### src/rtl/mnrs_pkg.sv
`default_nettype none

package mnrs_pkg;

	typedef enum logic [2:0] {
		MODE_EVAL     = 3'd0,
		MODE_UNROUTED = 3'd1,
		MODE_UPLINK   = 3'd2,
		MODE_NB_WRITE = 3'd3,
		MODE_RT_WRITE = 3'd4
	} mode_t;

	typedef enum logic [1:0] {
		ROLE_LEAF     = 2'd0,
		ROLE_ROUTER   = 2'd1,
		ROLE_BACKHAUL = 2'd2
	} role_t;

	typedef enum logic [2:0] {
		WHY_NONE        = 3'd0,
		WHY_UPLINK_UP   = 3'd1,
		WHY_UPLINK_DOWN = 3'd2,
		WHY_UNROUTED    = 3'd3,
		WHY_FEW         = 3'd4,
		WHY_ENOUGH      = 3'd5
	} reason_t;

	typedef enum logic [1:0] {
		CFG_STARTED  = 2'd0,
		CFG_DENSITY  = 2'd1,
		CFG_DWELL    = 2'd2,
		CFG_LIFETIME = 2'd3
	} cfg_idx_t;

	localparam logic [5:0]  DENSITY_RST  = 6'd2;
	localparam logic [31:0] DWELL_RST    = 32'd15000000;
	localparam logic [31:0] LIFETIME_RST = 32'd20000000;

	typedef struct packed {
		logic [2:0]  mode;
		logic [63:0] now_us;
		logic        has_route;
		logic        uplink_req;
		logic [5:0]  slot_index;
		logic        entry_valid;
		logic        peer_is_leaf;
		logic        peer_rank_unknown;
		logic [63:0] route_expiry_us;
	} item_t;

	typedef struct packed {
		logic [1:0] role;
		logic       role_changed;
		logic [2:0] change_reason;
		logic [5:0] router_count;
	} result_t;

	// controller -> datapath
	typedef struct packed {
		logic    load;
		logic    exec;
		logic    prep;
		logic    take;
		role_t   want;
		reason_t why;
		logic    scan_clr;
		logic    scan_run;
	} dp_cmd_t;

	// datapath -> controller
	typedef struct packed {
		mode_t mode;
		logic  uplink_chg;
		logic  started;
		logic  uplink;
		role_t role;
		logic  own_route;
		logic  dwell_blk;
		logic  unr_near;
		logic  few;
		logic  enough;
		logic  child;
		logic  scan_end;
	} dp_stat_t;

endpackage

`default_nettype wire

### src/rtl/mnrs_ram.sv
`default_nettype none

module mnrs_ram #(
	parameter int WIDTH = 64,
	parameter int DEPTH = 64,
	parameter int AW    = 6
) (
	input  wire logic             clk,
	input  wire logic             we,
	input  wire logic [AW-1:0]    waddr,
	input  wire logic [WIDTH-1:0] wdata,
	input  wire logic             re,
	input  wire logic [AW-1:0]    raddr,
	output logic      [WIDTH-1:0] rdata
);

	logic [WIDTH-1:0] mem_q [DEPTH];

	always_ff @(posedge clk) begin
		if (we) begin
			mem_q[waddr] <= wdata;
		end
		if (re) begin
			rdata <= mem_q[raddr];
		end
	end

endmodule

`default_nettype wire

### src/rtl/mnrs_ctrl.sv
`default_nettype none

module mnrs_ctrl
	import mnrs_pkg::*;
(
	input  wire logic     clk,
	input  wire logic     arst_n,
	input  wire logic     start,
	input  wire dp_stat_t stat,
	output dp_cmd_t       cmd,
	output logic          busy,
	output logic          done
);

	typedef enum logic [2:0] {
		S_IDLE,
		S_EXEC,
		S_PREP,
		S_DECIDE,
		S_SCAN
	} state_t;

	state_t state_q, state_d;
	logic   done_q, finish;

	always_comb begin
		cmd      = '0;
		cmd.want = ROLE_LEAF;
		cmd.why  = WHY_NONE;
		state_d  = state_q;
		finish   = 1'b0;
		case (state_q)
			S_IDLE: begin
				if (start) begin
					cmd.load = 1'b1;
					state_d  = S_EXEC;
				end
			end
			S_EXEC: begin
				cmd.exec = 1'b1;
				if (stat.mode == MODE_EVAL ||
				    (stat.mode == MODE_UPLINK && stat.uplink_chg && stat.started)) begin
					state_d = S_PREP;
				end else begin
					finish = 1'b1;
				end
			end
			S_PREP: begin
				cmd.prep = 1'b1;
				state_d  = S_DECIDE;
			end
			S_DECIDE: begin
				finish = 1'b1;
				if (!stat.started) begin
					finish = 1'b1;
				end else if (stat.uplink) begin
					cmd.take = 1'b1;
					cmd.want = ROLE_BACKHAUL;
					cmd.why  = WHY_UPLINK_UP;
				end else if (stat.role == ROLE_BACKHAUL) begin
					cmd.take = 1'b1;
					cmd.want = ROLE_ROUTER;
					cmd.why  = WHY_UPLINK_DOWN;
				end else if (stat.dwell_blk) begin
					finish = 1'b1;
				end else if (stat.role == ROLE_LEAF) begin
					if (stat.own_route && stat.unr_near) begin
						cmd.take = 1'b1;
						cmd.want = ROLE_ROUTER;
						cmd.why  = WHY_UNROUTED;
					end else if (stat.own_route && stat.few) begin
						cmd.take = 1'b1;
						cmd.want = ROLE_ROUTER;
						cmd.why  = WHY_FEW;
					end
				end else if (!stat.unr_near && stat.enough) begin
					// demotion only if no live child route remains
					finish       = 1'b0;
					cmd.scan_clr = 1'b1;
					state_d      = S_SCAN;
				end
			end
			S_SCAN: begin
				cmd.scan_run = 1'b1;
				if (stat.child) begin
					finish = 1'b1;
				end else if (stat.scan_end) begin
					cmd.take = 1'b1;
					cmd.want = ROLE_LEAF;
					cmd.why  = WHY_ENOUGH;
					finish   = 1'b1;
				end
			end
			default: begin
				state_d = S_IDLE;
			end
		endcase
		if (finish) begin
			state_d = S_IDLE;
		end
	end

	always_ff @(posedge clk or negedge arst_n) begin
		if (!arst_n) begin
			state_q <= S_IDLE;
			done_q  <= 1'b0;
		end else begin
			state_q <= state_d;
			done_q  <= finish;
		end
	end

	assign busy = (state_q != S_IDLE);
	assign done = done_q;

endmodule

`default_nettype wire

### src/rtl/mnrs_dp.sv
`default_nettype none

module mnrs_dp
	import mnrs_pkg::*;
#(
	parameter int NEIGHBOUR_SLOTS = 32,
	parameter int ROUTE_SLOTS     = 64
) (
	input  wire logic        clk,
	input  wire logic        arst_n,
	input  wire item_t       item,
	input  wire dp_cmd_t     cmd,
	input  wire logic        cfg_we,
	input  wire logic [1:0]  cfg_index,
	input  wire logic [31:0] cfg_data,
	output dp_stat_t         stat,
	output result_t          result
);

	localparam int NW = (NEIGHBOUR_SLOTS > 1) ? $clog2(NEIGHBOUR_SLOTS) : 1;
	localparam int CW = $clog2(NEIGHBOUR_SLOTS + 1);
	localparam int AW = (ROUTE_SLOTS > 1) ? $clog2(ROUTE_SLOTS) : 1;
	localparam int SW = $clog2(ROUTE_SLOTS + 1);
	localparam logic [6:0]    NB_LIMIT = 7'(NEIGHBOUR_SLOTS);
	localparam logic [6:0]    RT_LIMIT = 7'(ROUTE_SLOTS);
	localparam logic [SW-1:0] SCAN_END = SW'(ROUTE_SLOTS);

	// configuration
	logic        started_q;
	logic [5:0]  density_q;
	logic [31:0] dwell_q;
	logic [31:0] lifetime_q;

	// node state
	item_t                item_q;
	role_t                role_q;
	reason_t              reason_q;
	logic                 uplink_q;
	logic [63:0]          last_q;
	logic [63:0]          seen_q;
	logic [NEIGHBOUR_SLOTS-1:0] nb_q;
	logic [CW-1:0]        count_q;
	logic [ROUTE_SLOTS-1:0] live_q;

	// evaluation flags
	logic dwell_blk_q, unr_near_q, few_q, enough_q;

	// route scan
	logic [SW-1:0] scan_q;
	logic          pend_s1;
	logic          rd_en;
	logic [63:0]   rd_data;

	logic [NW-1:0] nb_idx;
	logic          nb_new, nb_old, nb_ok, rt_ok, rt_we;
	mode_t         mode;

	assign mode   = mode_t'(item_q.mode);
	assign nb_idx = item_q.slot_index[NW-1:0];
	assign nb_ok  = ({1'b0, item_q.slot_index} < NB_LIMIT);
	assign rt_ok  = ({1'b0, item_q.slot_index} < RT_LIMIT);
	assign nb_new = item_q.entry_valid & ~item_q.peer_is_leaf & ~item_q.peer_rank_unknown;
	assign nb_old = nb_q[nb_idx];
	assign rt_we  = cmd.exec && (mode == MODE_RT_WRITE) && rt_ok;
	assign rd_en  = cmd.scan_run && (scan_q != SCAN_END);

	always_ff @(posedge clk or negedge arst_n) begin
		if (!arst_n) begin
			started_q  <= 1'b0;
			density_q  <= DENSITY_RST;
			dwell_q    <= DWELL_RST;
			lifetime_q <= LIFETIME_RST;
		end else if (cfg_we) begin
			case (cfg_idx_t'(cfg_index))
				CFG_STARTED:  started_q  <= cfg_data[0];
				CFG_DENSITY:  density_q  <= cfg_data[5:0];
				CFG_DWELL:    dwell_q    <= cfg_data;
				CFG_LIFETIME: lifetime_q <= cfg_data;
				default: ;
			endcase
		end
	end

	always_ff @(posedge clk) begin
		if (cmd.load) begin
			item_q <= item;
		end
		if (cmd.prep) begin
			dwell_blk_q <= (last_q != 64'd0) &&
			               ((item_q.now_us - last_q) < {32'd0, dwell_q});
			unr_near_q  <= (seen_q != 64'd0) &&
			               ((item_q.now_us - seen_q) < {32'd0, lifetime_q});
			few_q       <= (7'(count_q) < {1'b0, density_q});
			enough_q    <= (7'(count_q) > {1'b0, density_q});
		end
	end

	always_ff @(posedge clk or negedge arst_n) begin
		if (!arst_n) begin
			role_q   <= ROLE_LEAF;
			reason_q <= WHY_NONE;
			uplink_q <= 1'b0;
			last_q   <= 64'd0;
			seen_q   <= 64'd0;
			nb_q     <= '0;
			count_q  <= '0;
			live_q   <= '0;
			scan_q   <= '0;
			pend_s1  <= 1'b0;
		end else begin
			if (cmd.load) begin
				reason_q <= WHY_NONE;
			end
			if (cmd.exec) begin
				case (mode)
					MODE_UNROUTED: begin
						seen_q <= item_q.now_us;
					end
					MODE_UPLINK: begin
						if (item_q.uplink_req != uplink_q) begin
							uplink_q <= item_q.uplink_req;
							if (started_q) begin
								last_q <= 64'd0;
							end
						end
					end
					MODE_NB_WRITE: begin
						if (nb_ok) begin
							nb_q[nb_idx] <= nb_new;
							if (nb_new && !nb_old) begin
								count_q <= count_q + CW'(1);
							end else if (!nb_new && nb_old) begin
								count_q <= count_q - CW'(1);
							end
						end
					end
					MODE_RT_WRITE: begin
						if (rt_ok) begin
							live_q[item_q.slot_index[AW-1:0]] <= item_q.entry_valid;
						end
					end
					default: ;
				endcase
			end
			if (cmd.take && (cmd.want != role_q)) begin
				role_q   <= cmd.want;
				last_q   <= item_q.now_us;
				reason_q <= cmd.why;
			end
			if (cmd.scan_clr) begin
				scan_q  <= '0;
				pend_s1 <= 1'b0;
			end else if (cmd.scan_run) begin
				if (rd_en) begin
					pend_s1 <= live_q[scan_q[AW-1:0]];
					scan_q  <= scan_q + SW'(1);
				end else begin
					pend_s1 <= 1'b0;
				end
			end
		end
	end

	mnrs_ram #(
		.WIDTH (64),
		.DEPTH (ROUTE_SLOTS),
		.AW    (AW)
	) u_expiry (
		.clk   (clk),
		.we    (rt_we),
		.waddr (item_q.slot_index[AW-1:0]),
		.wdata (item_q.route_expiry_us),
		.re    (rd_en),
		.raddr (scan_q[AW-1:0]),
		.rdata (rd_data)
	);

	always_comb begin
		stat.mode       = mode;
		stat.uplink_chg = (item_q.uplink_req != uplink_q);
		stat.started    = started_q;
		stat.uplink     = uplink_q;
		stat.role       = role_q;
		stat.own_route  = item_q.has_route;
		stat.dwell_blk  = dwell_blk_q;
		stat.unr_near   = unr_near_q;
		stat.few        = few_q;
		stat.enough     = enough_q;
		stat.child      = pend_s1 && (rd_data > item_q.now_us);
		stat.scan_end   = (scan_q == SCAN_END) && !pend_s1;
	end

	always_comb begin
		result.role          = role_q;
		result.role_changed  = (reason_q != WHY_NONE);
		result.change_reason = reason_q;
		result.router_count  = 6'(count_q);
	end

endmodule

`default_nettype wire

### src/rtl/mesh_node_role_selector.sv
`default_nettype none

// Mesh node role selector. An item is taken when start is high and busy is low;
// its single result appears on result for one cycle with done high and must be
// captured then, the receiver cannot stall it. Table writes, unrouted notes and
// set-uplink items that change nothing, or that reach a stopped node, end in the
// execute state; an evaluation, or an uplink change on a started node, goes on
// through the prepare and decide states; an evaluation that may demote a router
// to leaf also scans the route expiry RAM one slot per cycle. The scan through
// that RAM's single read port sets the worst case. The router count is kept as
// a running total, so no counting pass is needed. Configuration writes are
// taken whenever busy is low (cfg_ready); no clearing pass follows reset.
module mesh_node_role_selector
	import mnrs_pkg::*;
#(
	parameter int NEIGHBOUR_SLOTS = 32,
	parameter int ROUTE_SLOTS     = 64
) (
	input  wire logic        clk,
	input  wire logic        arst_n,
	input  wire logic        start,
	output logic             busy,
	input  wire item_t       item,
	output logic             done,
	output result_t          result,
	input  wire logic        cfg_valid,
	output logic             cfg_ready,
	input  wire logic [1:0]  cfg_index,
	input  wire logic [31:0] cfg_data
);

	dp_cmd_t  cmd;
	dp_stat_t stat;

	assign cfg_ready = ~busy;

	mnrs_ctrl u_ctrl (
		.clk    (clk),
		.arst_n (arst_n),
		.start  (start),
		.stat   (stat),
		.cmd    (cmd),
		.busy   (busy),
		.done   (done)
	);

	mnrs_dp #(
		.NEIGHBOUR_SLOTS (NEIGHBOUR_SLOTS),
		.ROUTE_SLOTS     (ROUTE_SLOTS)
	) u_dp (
		.clk       (clk),
		.arst_n    (arst_n),
		.item      (item),
		.cmd       (cmd),
		.cfg_we    (cfg_valid & cfg_ready),
		.cfg_index (cfg_index),
		.cfg_data  (cfg_data),
		.stat      (stat),
		.result    (result)
	);

endmodule

`default_nettype wire

### config.mk
export PLATFORM = sky130hd
export DESIGN_NAME = mesh_node_role_selector
export DESIGN_NICKNAME = d
export VERILOG_FILES = /design/src/rtl/mnrs_pkg.sv /design/src/rtl/mnrs_ram.sv /design/src/rtl/mnrs_ctrl.sv /design/src/rtl/mnrs_dp.sv /design/src/rtl/mesh_node_role_selector.sv
export SDC_FILE = /design/constraint.sdc
export NUM_CORES = 2
export LEC_CHECK = 0
export BUFFER_PORTS_ARGS = -buffer_cell sky130_fd_sc_hd__buf_2
export CAP_MARGIN = 30
export CORE_MARGIN = 4
export CORE_UTILIZATION = 50
export DETAILED_ROUTE_END_ITERATION = 8
export PLACE_DENSITY = 0.76
export SKIP_LAST_GASP = 1
export SYNTH_ARGS = -nofsm -noshare
export SYNTH_HDL_FRONTEND = slang
export SYNTH_SLANG_ARGS = --single-unit
### constraint.sdc
create_clock -name clk -period 7.51 [get_ports clk]
set_clock_uncertainty 0.2 [all_clocks]
set_input_delay 1.502 -clock clk [delete_from_list [all_inputs] [get_ports clk]]
set_output_delay 1.502 -clock clk [all_outputs]
set_load 0.02 [all_outputs]
==> load_flow_metrics.sql <==
INSERT INTO impl_metrics (metric_group, metric, value, unit) VALUES
('layout', 'nFillCells', '25603', ''),
('logic_synthesis', 'most_area_hungry_cell_type_in_the_yosys_netlist', 'sky130_fd_sc_hd__edfxtp_1', ''),
('sta', 'worst_pin_slew', '1.34', 'ns'),
('sta', 'rsz0062_at_grt', 'no', ''),
('placement', 'cell_area_reported_after_detailed_placement', '195000', 'sq um'),
('grt', 'grt_first_pass_wirelength', '793000', 'um'),
('logic_synthesis', 'synth_enable_flop_cells', '4306', ''),
('cts', 'cts-root-buf', 'sky130_fd_sc_hd__clkbuf_16', ''),
('layout', 'design_area', '209000', 'sq um'),
('status', 'outcome', 'finished clean', ''),
('sta', 'report.final.slew_viol_count', '0', ''),
('power_and_ir_drop', 'internal_power', '46.4', 'mW'),
('power_and_ir_drop', 'power-per-cell-area', '305', 'nW/um^2'),
('worst_setup_path', 'timing.reg2reg.setup_slack', '1.06', 'ns'),
('detailed_routing', 'postRouteAntennaNets', '0', ''),
('logic_synthesis', 'post-synth-top-area-fraction', '69.5', '%'),
('placement', 'preCtsSetupSlack', '1.16', 'ns'),
('grt', 'grt_antenna_before_repair', '21', ''),
('cts', 'post-cts-setup-buffers', '0', ''),
('logic_synthesis', 'yosys-top-cells-area', 'sky130_fd_sc_hd__edfxtp_1 (69%), sky130_fd_sc_hd__mux4_2 (17%), sky130_fd_sc_hd__dfrtp_1 (4.0%)', ''),
('sta', 'setup_viol', '0', ''),
('worst_hold_path', 'hold_class', 'register to register', ''),
('worst_setup_path', 'path_depth', '25', ''),
('worst_setup_path', 'cp_num_buf_inv', '2', ''),
('detailed_routing', 'detail_route.wl_per_cell', '38.8', 'um'),
('logic_synthesis', 'most_instantiated_library_cell_after_synthesis', 'sky130_fd_sc_hd__edfxtp_1', ''),
('grt', 'grt_max_degree', '139', ''),
('floorplan', 'placementRows', '223', ''),
('power_and_ir_drop', 'fin_total_pwr', '63.9', 'mW'),
('cts', 'post_cts_resized', '0', ''),
('floorplan', 'die_width', '618', 'um'),
('power_and_ir_drop', 'power_switching_share', '27.4', '%'),
('logic_synthesis', 'synthArstFlopShare', '6.90', '%'),
('grt', 'grt-ovfl-total', '0', ''),
('logic_synthesis', 'average_cell_area_after_synthesis', '20.9', 'sq um'),
('logic_synthesis', 'syn_inst', '8887', ''),
('placement', 'globalplace.congestion', '0.943', ''),
('sta', 'timing.setup.tns', '0', 'ns'),
('worst_setup_path', 'crit_family', 'compound AO/OA/AOI/OAI gates', ''),
('placement', 'io_buffer_count', '194', ''),
('power_and_ir_drop', 'share_clk_of_total_power', '34.7', '%'),
('logic_synthesis', 'synth.net_count', '9335', ''),
('grt', 'number_of_global_route_vias_before_repair', '99579', ''),
('logic_synthesis', 'synthDistinctLibCells', '88', ''),
('detailed_routing', 'drt_first_iter_violations', '17836', ''),
('cts', 'worst_setup_hold_path_clk_slew', '0.06', 'ns'),
('worst_setup_path', 'crit_path_max_incr_delay', '0.47', 'ns'),
('worst_setup_path', 'critPathRequiredTime', '8.17', 'ns'),
('power_and_ir_drop', 'seq_power_share', '47.8', '%'),
('cts', 'worst_skew_pair.late_latency', '0.96', 'ns'),
('floorplan', 'core_area', '370000', 'sq um'),
('worst_setup_path', 'regToRegEndpoint', 'u_dp.unr_near_q$_DFFE_PP_', ''),
('floorplan', 'die_h', '618', 'um'),
('worst_setup_path', 'criticalPathCategory', 'register to register', ''),
('floorplan', 'die-area', '382000', 'sq um'),
('flow_run', 'number_of_violations_of_the_max_capacitance_limit', '0', ''),
('detailed_routing', 'routed_via_density', '6.86', ''),
('worst_setup_path', 'critPathLaunchType', 'register', ''),
('detailed_routing', 'detail_route.first_pass.iterations', '8', ''),
('layout', 'share_of_post_route_cells_with_drive_strength_above_1', '27.7', '%'),
('worst_setup_path', 'critPathCaptureType', 'register', ''),
('logic_synthesis', 'post_synth_most_frequent_cells', 'sky130_fd_sc_hd__edfxtp_1 (4,306), sky130_fd_sc_hd__mux4_2 (1,373), sky130_fd_sc_hd__clkbuf_1 (311), sky130_fd_sc_hd__dfrtp_1 (300), sky130_fd_sc_hd__inv_1 (296)', ''),
('power_and_ir_drop', 'power.combinational.fraction', '17.5', '%'),
('power_and_ir_drop', 'max-vdd-ir-drop', '0.000208', 'V'),
('cts', 'cts_tree', 'built', ''),
('sta', 'final-hold-violation-count', '0', ''),
('worst_hold_path', 'hold_path_depth', '1', ''),
('worst_setup_path', 'critical_path.endpoint', 'u_dp.unr_near_q$_DFFE_PP_', ''),
('worst_setup_path', 'timing.critical_path.slowest_stage_cell', 'sky130_fd_sc_hd__nor4_1', ''),
('layout', 'final_net_count', '9793', ''),
('logic_synthesis', 'synthesis.area', '186000', 'sq um');
-- power groups by stage --
stage	Combinational [mW]	Sequential, mW	Clock, mW
6_report	11.2	30.5	22.2
5_1_grt	12.3	30.6	23.5
4_1_cts	11.2	30.5	22.3
3_5_place_dp	11.0	31.1	0
3_3_place_gp	10.9	31.0	0
2_1_floorplan	7.38	31.3	0
-- stage by stage --
step / cells / hold slack, ns
2_1_floorplan: 8887 / 0.272
3_3_place_gp: 13832 / 0.283
3_5_place_dp: 13844 / 0.291
4_1_cts: 14664 / 0.304
5_1_grt: 14669 / 0.320
6_report: 14680 / 0.305
-- logic make-up (layout without fill, tap and decap cells) --
group | after synthesis | count (layout) | share of synthesized area (%)
flops | 4625 | 4625 | 73.8
simple gates | 845 | 845 | 2.18
mux | 1519 | 1519 | 17.5
other cells | 0 | 12 | 0
buf+inv | 724 | 1555 | 1.47
xor+xnor | 108 | 108 | 0.512
compound gates | 798 | 798 | 2.74
fa+ha+maj | 268 | 268 | 1.81
-- registers in the layout, indices dropped and copies added, names as in the netlist, 6 cells and up --
register and cells:
u_dp.seen_q 64, u_dp.last_q 64, u_dp.u_expiry.rdata 64, u_dp.density_q 6, u_dp.nb_q 32, u_dp.lifetime_q 32
u_dp.live_q 64, u_dp.item_q 138, u_dp.count_q 6, u_dp.u_expiry.mem_q 4096, u_dp.dwell_q 32, u_dp.scan_q 7
-- final cells by class --
class	count	area (sq um)	share of cell area, %
clock inverters	273	2410	1.15
well taps	4950	6190	2.96
diodes	12	30.0	0.0143
clock buffers	547	11700	5.60
repair buffers	439	4060	1.94
multi-input cells	3538	46600	22.2
inverters	296	1120	0.534
flip-flops and latches	4625	137000	65.6
-- placed cells by master (no fill, tap or decap), drive strengths merged, types with 23 or more instances in the layout --
master,count
nand3,39
a211oi,24
bufinv,34
dfrtp,300
o21bai,25
mux2,140
ha,265
o21ai,218
o21a,23
buf,439
nor3,49
xnor2,59
o31ai,44
nand2,271
nor2b,26
a31oi,25
edfxtp,4306
nand4,91
a21oi,202
a22o,66
nor2,215
clkbuf,547
a21o,76
xor2,49
inv,312
nor4,55
clkinv,207
mux4,1373
-- worst min-delay path by stage --
stage                                           start                     endpoint  slack [ns]
final                     u_dp.live_q[46]$_DFFE_PN0P_  u_dp.live_q[46]$_DFFE_PN0P_        0.31
after CTS                 u_dp.live_q[46]$_DFFE_PN0P_  u_dp.live_q[46]$_DFFE_PN0P_        0.30
after floorplan             u_dp.nb_q[10]$_DFFE_PN0P_    u_dp.nb_q[10]$_DFFE_PN0P_        0.27
after global placement    u_dp.dwell_q[0]$_DFFE_PN0P_  u_dp.dwell_q[0]$_DFFE_PN0P_        0.28
after global routing      u_dp.live_q[34]$_DFFE_PN0P_  u_dp.live_q[34]$_DFFE_PN0P_        0.32
after detailed placement  u_dp.live_q[46]$_DFFE_PN0P_  u_dp.live_q[46]$_DFFE_PN0P_        0.29
-- layer usage --
| layer | wire length [um] | track usage [%] | vias up | share of wire (%) |
|---|---|---|---|---|
| met3 | 74900 | 7.52 | 1685 | 13 |
| met5 | 138 | 0 | - | 0.024 |
| li1 | - | - | 37958 | - |
| met2 | 270000 | 46.5 | 8817 | 47 |
| met4 | 30300 | 12.8 | 20 | 5.3 |
| met1 | 195000 | 39.4 | 52205 | 34 |
Power figures use the tool's default switching activity.
